**src/tfdsa_pkg.sv**
```systemverilog
// Package for the tagged fixnum divide/shift ALU.
// Holds command and status codes, widths and the front-to-back kind enum.
package tfdsa_pkg;

  localparam int unsigned TagBitsDef  = 3;
  localparam int unsigned WordBitsDef = 64;
  localparam int unsigned CmdW        = 3;
  localparam int unsigned StatusW     = 2;

  localparam logic [CmdW-1:0] CmdQuot  = 3'd0;
  localparam logic [CmdW-1:0] CmdRem   = 3'd1;
  localparam logic [CmdW-1:0] CmdMod   = 3'd2;
  localparam logic [CmdW-1:0] CmdAnd   = 3'd3;
  localparam logic [CmdW-1:0] CmdIor   = 3'd4;
  localparam logic [CmdW-1:0] CmdXor   = 3'd5;
  localparam logic [CmdW-1:0] CmdShift = 3'd6;

  localparam logic [StatusW-1:0] StOk      = 2'd0;
  localparam logic [StatusW-1:0] StTypeErr = 2'd1;
  localparam logic [StatusW-1:0] StDivZero = 2'd2;

  typedef enum logic [1:0] {
    KindDone,
    KindDiv,
    KindShift
  } kind_e;

endpackage

```
**src/tfdsa_front.sv**
```systemverilog
// Front end: accepts words, checks tags, untags operands and classifies them; computes bitwise results itself.
// Depends on tfdsa_pkg.
module tfdsa_front #(
  parameter int unsigned TagBits  = tfdsa_pkg::TagBitsDef,
  parameter int unsigned WordBits = tfdsa_pkg::WordBitsDef
) (
  input  logic [tfdsa_pkg::CmdW-1:0]    cmd_i,
  input  logic [WordBits-1:0]           a_i,
  input  logic [WordBits-1:0]           b_i,
  output tfdsa_pkg::kind_e              kind_o,
  output logic [tfdsa_pkg::CmdW-1:0]    cmd_o,
  output logic [WordBits-1:0]           x_o,
  output logic [WordBits-1:0]           y_o,
  output logic [WordBits-1:0]           res_o,
  output logic [tfdsa_pkg::StatusW-1:0] st_o
);
  import tfdsa_pkg::*;

  logic tag_bad, y_zero;

  always_comb begin
    tag_bad = |(a_i[TagBits-1:0] | b_i[TagBits-1:0]);
    x_o     = WordBits'($signed(a_i) >>> TagBits);
    y_o     = WordBits'($signed(b_i) >>> TagBits);
    y_zero  = (y_o == '0);
    cmd_o   = cmd_i;
    kind_o  = KindDone;
    res_o   = '0;
    st_o    = StOk;
    if (tag_bad) begin
      st_o = StTypeErr;
    end else begin
      case (cmd_i)
        CmdQuot, CmdRem, CmdMod: begin
          if (y_zero) st_o = StDivZero;
          else kind_o = KindDiv;
        end
        CmdAnd:   res_o = a_i & b_i;
        CmdIor:   res_o = a_i | b_i;
        CmdXor:   res_o = a_i ^ b_i;
        CmdShift: kind_o = KindShift;
        default:  res_o = '0;
      endcase
    end
  end
endmodule

```
**config.mk**
```make
export PLATFORM = sky130hd
export DESIGN_NAME = tfdsa_front
export DESIGN_NICKNAME = d
export VERILOG_FILES = /design/src/tfdsa_pkg.sv /design/src/tfdsa_front.sv
export SDC_FILE = /design/constraint.sdc
export NUM_CORES = 1
export LEC_CHECK = 0
export ABC_AREA = 1
export BUFFER_PORTS_ARGS = -buffer_cell sky130_fd_sc_hd__clkbuf_2
export CORE_AREA = 2 2 127 129
export DETAILED_ROUTE_END_ITERATION = 6
export DIE_AREA = 0 0 129 131
export GPL_TIMING_DRIVEN = 1
export PLACE_DENSITY = 0.64
export SYNTH_ARGS = -nofsm -noshare
export SYNTH_HDL_FRONTEND = slang
export SYNTH_SLANG_ARGS = --single-unit
```
**constraint.sdc**
```tcl
create_clock -name vclk -period 0.8
set_input_delay 0 -clock vclk [all_inputs]
set_output_delay 0 -clock vclk [all_outputs]
set_load 0.01 [all_outputs]
```
# ---- Yosys cells after proc, flatten, opt, wreduce, memory -nomap -nowiden
# Index checks and enable logic that the tools add are counted.
dict set report classes {
  n_eq_ne 6
  muxes 8
  bitwise_logic 4
  reduce_logical 4
}
# op n
set op_table {}
lappend op_table {{$pmux W64 S3} 1}
lappend op_table {{$and A64 B64 Y64} 1}
lappend op_table {{$logic_not A64 Y1} 1}
lappend op_table {{$mux W64} 1}
lappend op_table {{$or A64 B64 Y64} 1}
lappend op_table {{$xor A64 B64 Y64} 1}
lappend op_table {{$eq A3 B3 Y1 const B} 3}
lappend op_table {{$mux W2} 4}
lappend op_table {{$eq A3 B2 Y1 const B} 2}
lappend op_table {{$reduce_or A3 Y1} 2}
lappend op_table {{$pmux W2 S2} 1}
lappend op_table {{$eq A3 B1 Y1 const B} 1}
lappend op_table {{$logic_not A3 Y1} 1}
lappend op_table {{$or A3 B3 Y3} 1}
lappend op_table {{$mux W1} 1}
dict set report totals {
  register_bits 0
  inputBits 131
  out_inout_bits 199
}

# ---- Logic depth before layout (Yosys ltp)
# Gate-level depths: netlist of the first run.
dict set report logic_depth {
  depth_word 4
  depth_mapped 8
  ltp_nobuf 7
}

# ---- Worst setup path after synthesis of the first run
# Ideal clock, no wire load.
dict set report synth_path {
  path_type {input port to output port}
  startpoint {in cmd_i[0] (netlist name)}
  endpoint {out res_o[10]}
  arrival_ns 0.895
  path_slack_ns -0.095
  path_stages 6
  path_cell_list {inv_1 > nand3_2 > buf_1 > o211ai_1 > nand2_1 > inv_1}
}
dict set report synth_between {
  elab_chain_cells 3
}
# element line
set synth_lines {}
lappend synth_lines {{start, declared} tfdsa_front.sv:7} ;# input logic [tfdsa_pkg::CmdW-1:0] cmd_i,
lappend synth_lines {{$eq A3 B3 Y1 or $eq A3 B2 Y1 (tied branches)} tfdsa_front.sv:33} ;# case (cmd_i)
lappend synth_lines {{$pmux W64 S3 (*)} tfdsa_front.sv:33}
lappend synth_lines {{$mux W64 (*)} tfdsa_front.sv:30} ;# if (tag_bad) begin
lappend synth_lines {{end, declared} tfdsa_front.sv:14} ;# output logic [WordBits-1:0] res_o,
# Every way passes the cells marked *; elsewhere a longest branch is shown, timed or not.

# ---- Worst setup path after layout of the first run
dict set report layout_path {
  startpoint {in cmd_i[1] (netlist name)}
  endpoint {out res_o[40]}
}
# The elaborated chain is that of the path after synthesis.

==> results of run 1 <==
[per-stage QoR]
step | total power [W] | cell area [um2]
2_1_floorplan | 0.001619 | 5258
3_3_place_gp | 0.002670 | 7076
3_5_place_dp | 0.002718 | 7076
4_1_cts | 0.003028 | 7727
5_1_grt | 0.003739 | 8660
6_report | 0.003394 | 8660
[cell type report]
class                           count  share of cell area
Tap cell                          216             0.03121
Timing Repair Buffer              475              0.4261
Inverter                          196             0.08785
Multi-Input combinational cell    450              0.4548
[worst max-delay path by stage]
stage	from	endpoint	slack [ps]	cells past startpoint
2_1_floorplan	cmd_i[0]	res_o[10]	-90	7
3_3_place_gp	a_i[2]	kind_o[1]	-580	7
3_5_place_dp	a_i[2]	kind_o[1]	-590	7
4_1_cts	cmd_i[1]	res_o[12]	-380	11
5_1_grt	cmd_i[0]	res_o[63]	-530	12
6_report	cmd_i[1]	res_o[40]	-460	11
[routing by layer]
metal  wire length (um)  up-vias  part of all wire  GRT usage
met5                  0        -                 0          0
met4                172        0            0.0093    0.01918
li1                   -     2937                 -          -
met3                894       17             0.048    0.01792
met1               7279     2701              0.39     0.2238
met2              10220      218              0.55     0.3806
[where the power goes]
part	leakage [nW]	switching, W	internal (W)	total, W
Sequential	0	0	0	0
Clock	0	0	0	0
Combinational	5.50	0.00172	0.00168	0.00339
Total	5.50	0.00172	0.00168	0.00339
[cell families (layout without fill, tap and decap cells)]
kind of cell | Yosys count | count (layout)
AO/OA/AOI/OAI | 66 | 66
adder cells (fa/ha/maj) | 128 | 128
AND/OR/NAND/NOR | 256 | 256
buffers and inverters | 353 | 671
[synthesized netlist by cell type]
library cell / instances
nand2_1: 211
inv_1: 194
buf_4: 132
ha_1: 128
o211ai_2: 52
nor2_1: 38
buf_2: 18
o211ai_1: 13
buf_6: 6
nand3_1: 3
inv_2: 2
nor3_4: 2
a21oi_1: 1
buf_1: 1
nand3_2: 1
nor4_1: 1
[critical path, cell delays in order]
cell and delay (ps):
clkbuf_16 130, nor3_4 220, buf_6 150, buf_12 120, buf_12 100, clkbuf_16 170
nand2_4 50, o211ai_2 50, nand2_1 100, inv_2 60, buf_6 90
[timing repair]
item                       CTS  global route
setup buffers                5             3
gates cloned                 6             5
setup endpoints to repair   68            67
gates resized for setup    120           257
pin swaps                   51           104
==> summary.md, run 1 <==
| Metric | Value |
|---|---|
| Peak supply drop | `0.2204 mV` |
| IO Port Bufs | `330` |
| Seq Cell Count | `0` |
| Min-Delay Endpoint | `x_o[6]` |
| Hold WC Path Type | `input port to output pin` |
| I/O pins | `330` |
| WHS | `222.7 ps` |
| Diodes inserted | `0` |
| Hpwl dp | `14130 um` |
| Most common cell after layout, fill and taps aside | `clkbuf_2` |
| WL final | `18560 um` |
| Initial antenna violation count | `0` |
| Simple-Gate Fraction of Synth Area | `0.1905` |
| Violation count after the first detailed-route iteration | `121` |
| Ys Warns | `0` |
| Endpoints failing setup | `67` |
| Synth Area in Adders | `0.3056` |
| Initial Util | `0.3360` |
| Hold path start | `a_i[9]` |
| Fin crit share | `1.569` |
| Grt ovf | `0` |
| Pwr per Cell Area | `391.9 nW/um2` |
| RSZ-0062 raised after global routing | `true` |
| Total GRT Usage | `0.1897` |
| Pin count of the biggest net entering global routing | `24` |
| Top area cells in the synthesized netlist | `ha_1 (31%), buf_4 (19%), nand2_1 (15%), inv_1 (14%), o211ai_2 (12%)` |
| Setup TNS Final | `-23860 ps` |
| Area share of the largest cell type after synthesis | `0.3056` |
| Hold path depth | `2` |
| Routability cong. | `0.8089` |
| Status | `finished with violations` |
| Largest family of logic cells by synthesized area | `buffers and inverters` |
| Layout cells sized above 1 | `0.6450` |
| Row count | `46` |
| Worst Setup Slack, final | `-455.2 ps` |
| CP endpoint kind | `output pin` |
| Crit path kind | `input port to output pin` |
| Most frequent cells in the layout | `clkbuf_2 (250), inv_1 (126), ha_1 (125)` |
| Post-cts hold buffer count | `0` |
| Vias in the first global route | `5275` |
| Sequential Area | `0 um2` |
| Die width | `129 um` |
| Vias/cell | `4.393` |
| DRC errors left | `0` |
| FMAX | `0.7967 GHz` |
| WL per Instance | `13.88 um` |
| Post-Synthesis Net Count | `1062` |
| Critical path arrival | `1260 ps` |
| Largest area contributor in the netlist | `ha_1` |
| Vias | `5873` |
| Gate Count Post-Synth | `803` |
| Distinct cell type count after synthesis | `16` |
| Slew headroom | `0.7745` |
| Complex-gate fraction of the synthesized area | `0.1437` |
| Max-cap violations | `0` |
| First-pass GRT wire length | `25830 um` |
| Synthesized area per cell | `6.527 um2` |
| Seq/Total Area, Yosys | `0` |
| Mux cell area share after synthesis | `0` |
| Leakage power | `5.503 nW` |
| Post-Synth XOR/XNOR Area | `0` |
| Failing checks | `negative setup slack` |
| Tmin final | `1255 ps` |
| Die footprint | `16900 um2` |
| Critical Path Source Type | `input port` |
| Fin. max-slew vios | `0` |
| Die Y | `131 um` |
| Clkbuf count | `0` |
| Area of the multi-input gates | `3939 um2` |
| Final ANT Viol Nets | `0` |
| Core area | `15600 um2` |
| Hold Vio Cnt, Final | `0` |
| Tightest Pin Transition | `338.3 ps` |
| Final nets | `1382` |
| Fill count | `1473` |
| Placed cell count | `1319` |
| Pre-CTS setup slack | `-592.5 ps` |
| Worst path required time | `800 ps` |
| TritonRoute pass-1 iters | `4` |
| Post-Syn Area | `5241 um2` |
| CP max FO | `8` |
| Final std cells w/o fill | `1337` |
| Post-Route Utilization | `0.5552` |
| P&R area growth vs syn | `65.22%` |
Note: power is estimated with default switching activity, not from simulation.
==> run 2, diff against run 1 <==
--- a/config.mk
+++ b/config.mk
@@ -14,2 +14,3 @@
 export PLACE_DENSITY = 0.64
+export REMOVE_ABC_BUFFERS = 1
 export SYNTH_ARGS = -nofsm -noshare
==> constraint.sdc (replaced) <==
create_clock -name vclk -period 0.8
set_input_delay 0.24 -clock vclk [all_inputs]
set_output_delay 0.24 -clock vclk [all_outputs]
set_load 0.01 [all_outputs]
==> summary.md, run 2 (synthesis gave the netlist of run 1 again) <==
| Metric | Value |
|---|---|
| Status | `finished with violations` |
| Failing checks | `negative setup slack` |
| CP max FO | `7` |
| Worst Setup Slack, final | `-966.5 ps` |
| Tightest Pin Transition | `460.5 ps` |
| Die Y | `131 um` |
| Most common cell after layout, fill and taps aside | `buf_6` |
| Endpoints failing setup | `121` |
| Routability cong. | `0.8216` |
| Core area | `15600 um2` |
| RSZ-0062 raised after global routing | `true` |
| Clk pwr share | `0` |
| Final nets | `1387` |
| Row count | `46` |
| Area of the multi-input gates | `3595 um2` |
| Die width | `129 um` |
| Peak supply drop | `0.2823 mV` |
| Leakage power | `5.803 nW` |
| WL per Instance | `14.98 um` |
| Critical path arrival | `1530 ps` |
| Hold Vio Cnt, Final | `0` |
| Power Total | `0.003902 W` |
| IO Port Bufs | `330` |
| Die footprint | `16900 um2` |
| Vias/cell | `4.469` |
| Pin count of the biggest net entering global routing | `34` |
| Fin crit share | `2.208` |
| Total GRT Usage | `0.1860` |
| DRC errors left | `0` |
| CP peak stage delay | `270 ps` |
| FMAX | `0.5661 GHz` |
| Switching Fraction | `0.4318` |
| P&R area growth vs syn | `78.16%` |
| Critical Path Source Type | `input port` |
| Seq Cell Count | `0` |
| Vias | `5997` |
| Diodes inserted | `0` |
| Final ANT Viol Nets | `0` |
| CP endpoint kind | `output pin` |
| Hold WC Path Type | `input port to output pin` |
| Comb power frac | `1.000` |
| Switching pwr | `0.001685 W` |
| Pwr per Cell Area | `417.9 nW/um2` |
| Fin. max-slew vios | `0` |
| Initial antenna violation count | `0` |
| First-pass GRT wire length | `25690 um` |
| Violation count after the first detailed-route iteration | `172` |
| Clkbuf count | `0` |
| Setup TNS Final | `-59030 ps` |
| I/O pins | `330` |
| TritonRoute pass-1 iters | `4` |
| Initial Util | `0.3360` |
| Pre-CTS setup slack | `-861.8 ps` |
| Layout cells sized above 1 | `0.5364` |
| Sequential Area | `0 um2` |
| Post-cts hold buffer count | `0` |
| Max-cap violations | `0` |
| Sequential power share | `0` |
| Grt ovf | `0` |
| Hpwl dp | `12960 um` |
| Tmin final | `1767 ps` |
| Int Power | `0.002217 W` |
| Crit path max-delay cell type | `nor3_4` |
| Most frequent cells in the layout | `buf_6 (222), nand2_1 (182), inv_1 (177)` |
| Slew headroom | `0.6916` |
| Vias in the first global route | `5367` |
| Crit path kind | `input port to output pin` |
| WL final | `20110 um` |
| Fill count | `1253` |
| Worst path required time | `560 ps` |
| Crit-path cells | `buf_8 -> clkinvlp_4 -> nor3_4 -> buf_6 -> buf_16 -> nand2_1 -> o211ai_1 -> nand2_1 -> inv_2 -> buf_6` |
run 2: cell types whose count changed in the layout (fill, tap and decap cells not counted), sizes merged:
cell	previous run	this run
clkinvlp	0	1
clkbuf	258	132
buf	216	348
bufbuf	1	0
inv	196	195
run 2: what timing repair did:
item | in CTS | in global routing
setup buffers | 11 | 17
setup endpoints to repair | 156 | 156
pin swaps | 6 | 20
resized for setup | 188 | 380
cloned | 3 | 4
run 2: layout make-up:
cell class | instances | share of cell area
Multi-Input combinational cell | 450 | 0.3850
Inverter | 196 | 0.08053
Timing Repair Buffer | 480 | 0.5056
Tap cell | 216 | 0.02894
run 2: power groups by stage:
stage	clock [W]	sequential [W]	combinational, W
finish	0	0	0.00390
global route	0	0	0.00422
CTS	0	0	0.00329
detailed placement	0	0	0.00271
global placement	0	0	0.00266
floorplan	0	0	0.000900
run 2: critical path: cells and delay by family:
| family | cells | cell delay [ps] |
|---|---|---|
| compound gates | 1 | 90 |
| simple gates | 3 | 440 |
| buf+inv | 6 | 750 |
run 2: worst paths after layout:
check,start,to,depth (start not counted)
worst max-delay path,cmd_i[0],res_o[0],10
worst min-delay path,b_i[50],y_o[47],2
run 2: through the flow:
stage,area (um2),hold slack (ps),util,std cells
4_1_cts,8199,701.0,0.5257,1329
5_1_grt,9338,696.6,0.5987,1342
3_3_place_gp,7059,700.1,0.4526,1319
3_5_place_dp,7059,701.0,0.4526,1319
6_report,9338,692.4,0.5987,1342
2_1_floorplan,4089,480.0,-,646
run 2: metal layers:
layer / up-vias / track usage / share of wire
met1: 2766 / 0.2063 / 0.36
met5: - / 0 / 0
met4: 0 / 0.01726 / 0.028
met3: 40 / 0.01710 / 0.056
met2: 256 / 0.3912 / 0.56
li1: 2935 / - / -
