===== src/tfdsa_queue.sv =====
// Output queue: holds back-end results so the pipe may run ahead of tready.
// Uses no package; a circular buffer of Depth entries with an occupancy count.
module tfdsa_queue #(
  parameter int unsigned Width = 66,
  parameter int unsigned Depth = 4
) (
  input  logic             clk_i,
  input  logic             rst_ni,
  input  logic             push_i,
  input  logic [Width-1:0] data_i,
  input  logic             pop_i,
  output logic [Width-1:0] data_o,
  output logic             empty_o,
  output logic [$clog2(Depth+1)-1:0] count_o
);
  localparam int unsigned AW = $clog2(Depth);
  localparam int unsigned CW = $clog2(Depth + 1);

  logic [Width-1:0] mem_q [Depth];
  logic [AW-1:0] wp_q, rp_q;
  logic [CW-1:0] cnt_q;

  always_ff @(posedge clk_i or negedge rst_ni) begin
    if (!rst_ni) begin
      wp_q  <= '0;
      rp_q  <= '0;
      cnt_q <= '0;
    end else begin
      if (push_i) wp_q <= (wp_q == AW'(Depth - 1)) ? '0 : wp_q + 1'b1;
      if (pop_i)  rp_q <= (rp_q == AW'(Depth - 1)) ? '0 : rp_q + 1'b1;
      cnt_q <= cnt_q + CW'(push_i) - CW'(pop_i);
    end
  end

  always_ff @(posedge clk_i) begin
    if (push_i) mem_q[wp_q] <= data_i;
  end

  assign data_o  = mem_q[rp_q];
  assign empty_o = (cnt_q == '0);
  assign count_o = cnt_q;

  assert property (@(posedge clk_i) disable iff (!rst_ni)
    cnt_q == CW'(Depth) |-> !push_i || pop_i)
    else $error("queue overflow");
  assert property (@(posedge clk_i) disable iff (!rst_ni)
    pop_i |-> !empty_o)
    else $error("queue underflow");
endmodule


===== config.mk =====
export PLATFORM = sky130hd
export DESIGN_NAME = tfdsa_queue
export DESIGN_NICKNAME = d
export VERILOG_FILES = /design/src/tfdsa_queue.sv
export SDC_FILE = /design/constraint.sdc
export NUM_CORES = 1
export LEC_CHECK = 0
export BUFFER_PORTS_ARGS = -buffer_cell sky130_fd_sc_hd__buf_2
export CORE_ASPECT_RATIO = 0.8
export CORE_MARGIN = 2
export CORE_UTILIZATION = 58
export DETAILED_ROUTE_END_ITERATION = 8
export HOLD_SLACK_MARGIN = 0.05
export PLACE_DENSITY = 0.81
export SETUP_SLACK_MARGIN = 0.2
export SLEW_MARGIN = 20
export SYNTH_ARGS = -nofsm -noshare
export SYNTH_HDL_FRONTEND = slang
export SYNTH_SLANG_ARGS = --single-unit

===== constraint.sdc =====
create_clock -name clk_i -period 5.9 [get_ports clk_i]
set_clock_uncertainty 0.1 [all_clocks]
set_input_delay 0.885 -clock clk_i [delete_from_list [all_inputs] [get_ports clk_i]]
set_output_delay 0.885 -clock clk_i [all_outputs]
set_load 0.1 [all_outputs]

* Yosys cells after proc, flatten, opt, wreduce, memory -nomap -nowiden
Memories as Yosys holds them, arrays and structs flattened.
Cells that the tools add are included.
** Cells by class
- Muxes and demuxes :: 4
- Reductions and logical operators :: 1
- Eq/ne operators :: 2
- $add $sub $neg :: 4
** Operators by type and width (count)
- adder 2 x 1 -> 2 bit (second input constant) :: 2
- == test 2 bit (second input constant) :: 2
- two-way mux 2 bit :: 2
- adder 3 x 1 -> 3 bit :: 1
- zero test 3 bit :: 1
- subtractor 3 x 1 -> 3 bit :: 1
- two-way mux 1 bit :: 2
** Word-level totals
- Bits in registers :: 7
- Input bits :: 70
- Output and inout bits :: 70
- Bits in writable memories :: 264
- Memories kept :: 1
- Word-level logic and storage cells :: 15
** Memory list
- mem_q :: depth 4, width 66, read ports 1, clocked after memory_dff 0, wr ports 1, line 19 : logic [Width-1:0] mem_q [Depth];

* Depth between registers and ports, before layout
Gate-level depths: netlist of the first run.
- Depth after elaboration :: 2
- Depth in mapped cells :: 8
- Depth with buffers taken out :: 8

* Worst setup path after synthesis of the first run
Ideal clock, no wire load.
- Kind :: register to output
- From :: reg cnt_q[1], in the netlist count_o[1]
- To :: out empty_o
- Stages on the path, launching flop included :: 2
- Buffers on the path :: 0
- Path slack :: 1.920 ns
- Arrival time :: 2.995 ns
- Required time :: 4.915 ns
- Path through :: dfrtp_1 > nor3_1
** Between the ends
- Word-level cells in the longest chain between the ends :: 1
** RTL lines
- start, declared :: line 21 : logic [CW-1:0] cnt_q;
- start signal, assigned :: line 31 : cnt_q <= cnt_q + CW'(push_i) - CW'(pop_i);
- zero test 3 bit :: line 40 : assign empty_o = (cnt_q == '0);
- end, declared :: line 13 : output logic empty_o,
Every way passes these cells.

* Final worst setup path of the first run
- From :: reg rp_q[0]
- To :: out data_o[36]
** Between the ends
- Word-level cells in the longest chain between the ends :: 1
** RTL lines
- start, declared :: line 20 : logic [AW-1:0] wp_q, rp_q;
- start signal, assigned :: line 30 : if (pop_i) rp_q <= (rp_q == AW'(Depth - 1)) ? '0 : rp_q + 1'b1;
- memory (4 x 66 bit)
- end, declared :: line 12 : output logic [Width-1:0] data_o,
Every way passes these cells.

==> flow_metrics.env, run 1 <==
export IMPL_max_slew_margin_pct=31.2
export IMPL_gp_congestion=0.737
export IMPL_cts_resized=0
export IMPL_antenna_found_initial=1
export IMPL_yosys_area_share_simple_pct=0.465
export IMPL_synth_area_leader_cell="edfxtp_1"
export IMPL_worst_r2r_endpoint="mem_q[2][48]"
export IMPL_syn_num_nets=458
export IMPL_synth_xor_area_share_pct=0.176
export IMPL_num_rows=42
export IMPL_setup_viol=0
export IMPL_synth_compound_area_share_pct=0.101
export IMPL_synth_top_family_by_area="multiplexers"
export IMPL_die_area_um2=18200
export IMPL_setup_tns_ns=0
export IMPL_core_area_um2=16700
export IMPL_die_h_um=121
export IMPL_regToRegSetupSlack_ns=3.80
export IMPL_cts_setup_buffers=0
export IMPL_syn_avg_cell_area_um2=26.2
export IMPL_cap_violations=0
export IMPL_drv_slew=0
export IMPL_worst_pin_slew_ns=1.03
export IMPL_r2r_cells=3
export IMPL_grt_pass1_vias=4693
export IMPL_synthAdderAreaFrac_pct=1.08
export IMPL_cp_max_fo=35
export IMPL_cts_buffers=26
export IMPL_synth_mux_area_share_pct=15.2
export IMPL_dr_first_iter_drc_count=247
export IMPL_clock_latency_ns=0.51
export IMPL_required_ns=4.91
export IMPL_cp_arrival_ns=2.83
export IMPL_status="completed"
export IMPL_hold_viol_final=0
export IMPL_nNetsFinal=612
export IMPL_seq_area_um2=8110
export IMPL_critPathLaunch="rp_q[0]"
export IMPL_root_buffer="clkbuf_16"
export IMPL_ys_ff_latch=271
export IMPL_numPortBuffers=139
export IMPL_cts_tree="built"
export IMPL_critical_path_slowest_cell="dfrtp_4"
export IMPL_fill_cells=1017
export IMPL_grt_total_usage_pct=19.5
export IMPL_area_delta_synth_final_pct=17.4
export IMPL_rsz0062_at_grt="false"
export IMPL_hpwl_um=9490
export IMPL_num_vias=4465
export IMPL_grt_max_degree=69
export IMPL_firstDrtPassIters=7
export IMPL_path_cells="buf_16 -> buf_4 -> mux4_2 -> buf_2"
export IMPL_ios=140
export IMPL_synth_top_area_share_pct=79.7
export IMPL_cts_clk_slew_worst_paths_ns=0.06
export IMPL_syn_inst=380
export IMPL_ant_nets=0
export IMPL_cp_end_kind="output port"
export IMPL_r2r_start="wp_q[0]"
export IMPL_routed_wl_um=17600
export IMPL_critical_path_class="flop to output port"
export IMPL_wire_per_inst_um=22.7
export IMPL_vias_per_cell=5.77
export IMPL_multi_input_area_um2=1700
export IMPL_num_antenna_cells=0
export IMPL_clock_fmax_mhz=262
export IMPL_htreeDepth=1
export IMPL_worst_setup_path_start_kind="flop"
export IMPL_fin_crit_sh_pct=64.6
export IMPL_initial_core_util_pct=59.7
export IMPL_die_w_um=150
export IMPL_grt_ovfl_total=0
export IMPL_hold_class="input pin to async pin"
export IMPL_post_route_drc_count=0
export IMPL_grt_pass1_wl_um=26400
export IMPL_synthTopCellsByArea="edfxtp_1 (80%), mux4_2 (15%), dfrtp_1 (1.8%)"
export IMPL_synth_area_um2=9950
export IMPL_hold_buffers=0
export IMPL_cts_buffer_depth=3
export IMPL_max_stage_delay_ns=0.64
export IMPL_layout_min_cycle_time_ns=3.81
export IMPL_yosysSeqAreaShare_pct=81.4
export IMPL_final_layout_size_suffix_gt1_share_pct=45.1
export IMPL_yosys_warnings=0
export IMPL_synthDistinctLibCells=19
export IMPL_worstSetupEndpoint="data_o[36]"
export IMPL_cts_num_sinks=271
## synthesized netlist by cell type (all sizes together)
library cell,count
fa,1
nor2,1
mux4,66
or3b,1
and2,4
xnor2,2
edfxtp,264
mux2,2
o21ai,2
dfrtp,7
buf,15
inv,6
nand2,1
nor3,1
ha,7
## state kept, by name, summed over array words and instances, names as in the netlist
register,count
count_o,3
mem_q,264
rp_q,2
wp_q,2
## through the flow
stage / hold WS, ns / utilization [%] / setup WS, ns / cells / instance area, µm²
finish: 0.0924 / 70.1 / 2.09 / 774 / 11700
global route: 0.0788 / 70.1 / 1.91 / 774 / 11700
CTS: 0.0738 / 70.0 / 1.75 / 773 / 11700
detailed placement: 0.483 / 64.9 / 2.35 / 725 / 10800
global placement: 0.440 / 64.9 / 2.40 / 725 / 10800
floorplan: 0.476 / - / 1.92 / 380 / 9950
## layout by cell type, fill, tap and decap left out, drive strengths merged
cell and n:
and2 4, buf 141, bufinv 2, clkbuf 40, clkinv 5, dfrtp 7
edfxtp 264, fa 1, ha 7, inv 7, mux2 2, mux4 66
nand2 1, nor2 1, nor3 1, o21ai 2, or3b 1, xnor2 2
## how the worst min path moves through the flow
stage / end / depth (start not counted) / slack [ns] / from
final: wp_q[0] / 1 / 0.09 / rst_ni
after global routing: count_o[0] / 1 / 0.08 / rst_ni
after CTS: wp_q[0] / 1 / 0.07 / rst_ni
after detailed placement: count_o[2] / 1 / 0.48 / count_o[1]
after global placement: count_o[2] / 1 / 0.44 / count_o[1]
after floorplan: wp_q[0] / 2 / 0.48 / wp_q[0]
## layer usage
metal | vias to the layer above | wire (µm) | global-route usage, %
met5 | - | 7 | 0
met4 | 2 | 331 | 5.13
met3 | 25 | 1440 | 4.59
met2 | 186 | 8590 | 30.2
met1 | 2319 | 7190 | 28.8
li1 | 1933 | - | -
## logic make-up (layout without fill, tap and decap cells)
logic type,Yosys count,in the layout
flops,271,271
mux,68,68
buf+inv,21,195
fa+ha+maj,8,8
simple gates,8,8
compound gates,2,2
xor+xnor,2,2
## critical path: cells and delay by family, from the launching register on
family   cells  cell delay, ns
mux          1            0.59
buf+inv      3            1.06
flops        1            0.64
## cell type report
type | instances | area share [%]
multi-input cells | 88 | 14.6
clock buffers | 40 | 6.46
well taps | 220 | 2.36
inverters | 6 | 0.193
flip-flops and latches | 271 | 69.4
repair buffers | 141 | 6.25
clock inverters | 8 | 0.760
Power of run 1 is not shown: default switching activity piles up to over one toggle a cycle in this logic, so the estimate is an artifact.
==> inputs of run 2 (changes only) <==
Settings changed: ABC_AREA set to 1, PLACE_DENSITY 0.81 to 0.8.
Clock period 5.9 ns to 3.9 ns, I/O delays scaled along.
==> run 2 against run 1 <==
  * Flip-flop and latch count unchanged
  * Setup slack worse by 1.3 ns
  * Critical path type unchanged
  * Critical endpoint is now data_o[42]
  * Synthesized area grew 16%
  * Via count up 67%
  * Final cell count up 94%
  * Synthesized cell count grew to 2.9 times the previous value
  * Worst hold slack better by 0.085 ns
  * First-iteration DRC count is 120% higher
==> flow_metrics.env, run 2 <==
export IMPL_cts_clk_slew_worst_paths_ns=0.06
export IMPL_instances_no_fill=1503
export IMPL_final_layout_size_suffix_gt1_share_pct=15.3
export IMPL_fill_cells=1416
export IMPL_ant_nets=0
export IMPL_root_buffer="clkbuf_16"
export IMPL_fin_crit_sh_pct=79.0
export IMPL_grt_pass1_wl_um=34600
export IMPL_cp_end_kind="output port"
export IMPL_syn_inst=1084
export IMPL_worst_pin_slew_ns=0.891
export IMPL_rsz0062_at_grt="false"
export IMPL_syn_num_nets=1162
export IMPL_cts_num_sinks=271
export IMPL_die_h_um=130
export IMPL_cts_buffer_depth=3
export IMPL_grt_ovfl_total=0
export IMPL_firstDrtPassIters=5
export IMPL_ys_ff_latch=271
export IMPL_yosys_cell_count_top_type="nand2_1"
export IMPL_wire_per_inst_um=15.1
export IMPL_synthTopCellsByCount="nand2_1 (343), inv_1 (277), edfxtp_1 (264)"
export IMPL_initial_core_util_pct=58.7
export IMPL_vias_per_cell=4.95
export IMPL_synthTopCellsByArea="edfxtp_1 (69%), nand2_1 (11%), inv_1 (9.0%)"
export IMPL_die_area_um2=21000
export IMPL_yosysSeqAreaShare_pct=70.4
export IMPL_hold_class="input pin to flop"
export IMPL_cp_max_fo=69
export IMPL_synth_area_um2=11500
export IMPL_cp_arrival_ns=2.40
export IMPL_ios=140
export IMPL_gp_congestion=0.742
export IMPL_htreeDepth=1
export IMPL_synth_top_area_share_pct=68.9
export IMPL_cts_buffers=26
export IMPL_dr_first_iter_drc_count=543
export IMPL_grt_max_degree=70
export IMPL_numPortBuffers=139
export IMPL_async_flop_share_pct=2.58
export IMPL_post_route_drc_count=0
export IMPL_place_inst=1454
export IMPL_max_slew_margin_pct=40.5
export IMPL_die_w_um=162
export IMPL_worst_setup_path_start_kind="flop"
export IMPL_status="completed"
export IMPL_largest_register_ffs=264
export IMPL_cts_resized=0
export IMPL_ys_flop_type="edfxtp_1"
export IMPL_final_util_pct=67.5
export IMPL_core_area_um2=19600
export IMPL_setup_tns_ns=0
export IMPL_layout_commonest_cell="nand2_1"
export IMPL_num_rows=46
export IMPL_setup_viol=0
export IMPL_drv_slew=0
export IMPL_yosys_warnings=0
export IMPL_antenna_found_initial=4
export IMPL_syn_avg_cell_area_um2=10.6
export IMPL_synth_area_leader_cell="edfxtp_1"
export IMPL_clock_latency_ns=0.52
export IMPL_required_ns=3.21
export IMPL_clock_fmax_mhz=324
export IMPL_cts_setup_buffers=0
export IMPL_grt_pass1_vias=6965
export IMPL_hpwl_um=12900
export IMPL_nNetsFinal=1297
export IMPL_num_vias=7443
export IMPL_cap_violations=0
export IMPL_synth_edff_count=264
export IMPL_mostFrequentLayoutCells="nand2_1 (343), inv_1 (273), edfxtp_1 (264)"
export IMPL_hold_viol_final=0
export IMPL_layout_min_cycle_time_ns=3.08
export IMPL_grt_total_usage_pct=21.1
export IMPL_whs_ns=0.177
export IMPL_area_delta_synth_final_pct=15.1
export IMPL_largest_register="mem_q"
export IMPL_cts_tree="built"
export IMPL_routed_wl_um=22800
export IMPL_synthDistinctLibCells=17
export IMPL_critical_path_class="flop to output port"
==> run 2: changes by cell type in the layout (fill, tap and decap cells not counted), moves of 4 or more <==
cell,previous run,this run
buf_12,0,6
mux4_2,66,0
and2_4,4,0
inv_2,0,5
clkbuf_1,10,6
nand2_1,1,343
nand3_1,0,133
inv_1,6,273
==> run 2: metrics by stage <==
step / instance area [µm²] / setup slack [ns]
2_1_floorplan: 11500 / 0.219
3_3_place_gp: 12400 / 1.42
3_5_place_dp: 12400 / 1.38
4_1_cts: 13200 / 0.829
5_1_grt: 13200 / 0.650
6_report: 13200 / 0.818
==> run 2: worst max-delay path, stage by stage (launching register included) <==
cell and delay, ns:
dfrtp_4 0.49, inv_4 0.41, buf_12 0.34, nand2_1 0.11, nand3_1 0.09, nand2_1 0.07
buf_2 0.30
==> run 2: final cells by class <==
type                       instances  area, µm²  area share (%)
sequential                       271       8110            61.2
antenna                            3       7.51          0.0567
timing repair buffer             150        856            6.46
tap                              264        330            2.49
clock buffer                      33        698            5.27
inverter                         279       1050            7.92
multi-input combinational        491       2090            15.8
clock inverter                    12        105           0.793
==> run 2: routing by layer <==
layer	up-vias	wire, µm	global-route usage (%)
li1	3650	-	-
met5	-	23	0
met2	241	10800	35.8
met4	4	518	5.67
met1	3501	9780	28.2
met3	47	1600	4.80
==> run 2: repair_timing <==
item / CTS / global route
setup endpoints to repair: 0 / 0
hold endpoints to repair: 7 / 0
hold buffers: 1 / 0
==> run 2: cells by family after synthesis <==
group	share of synthesized area [%]
simple gates	17.1
buf+inv	11.4
compound gates	0.174
flops	70.4
fa+ha+maj	0.935
==> run 2: worst paths after layout <==
check                           startpoint            to  slack (ns)  cells past startpoint
max in group asynchronous           rst_ni       rp_q[0]        3.17                      2
worst min-delay path            data_i[49]  mem_q[1][49]        0.18                      1
min in group asynchronous           rst_ni    count_o[0]        0.34                      2
worst max register to register     wp_q[0]   mem_q[0][6]        1.75                      5
worst max-delay path               rp_q[0]    data_o[42]        0.82                      6
worst min register to register     wp_q[0]       wp_q[0]        0.52                      3
Power of run 2 is left out for the same reason.
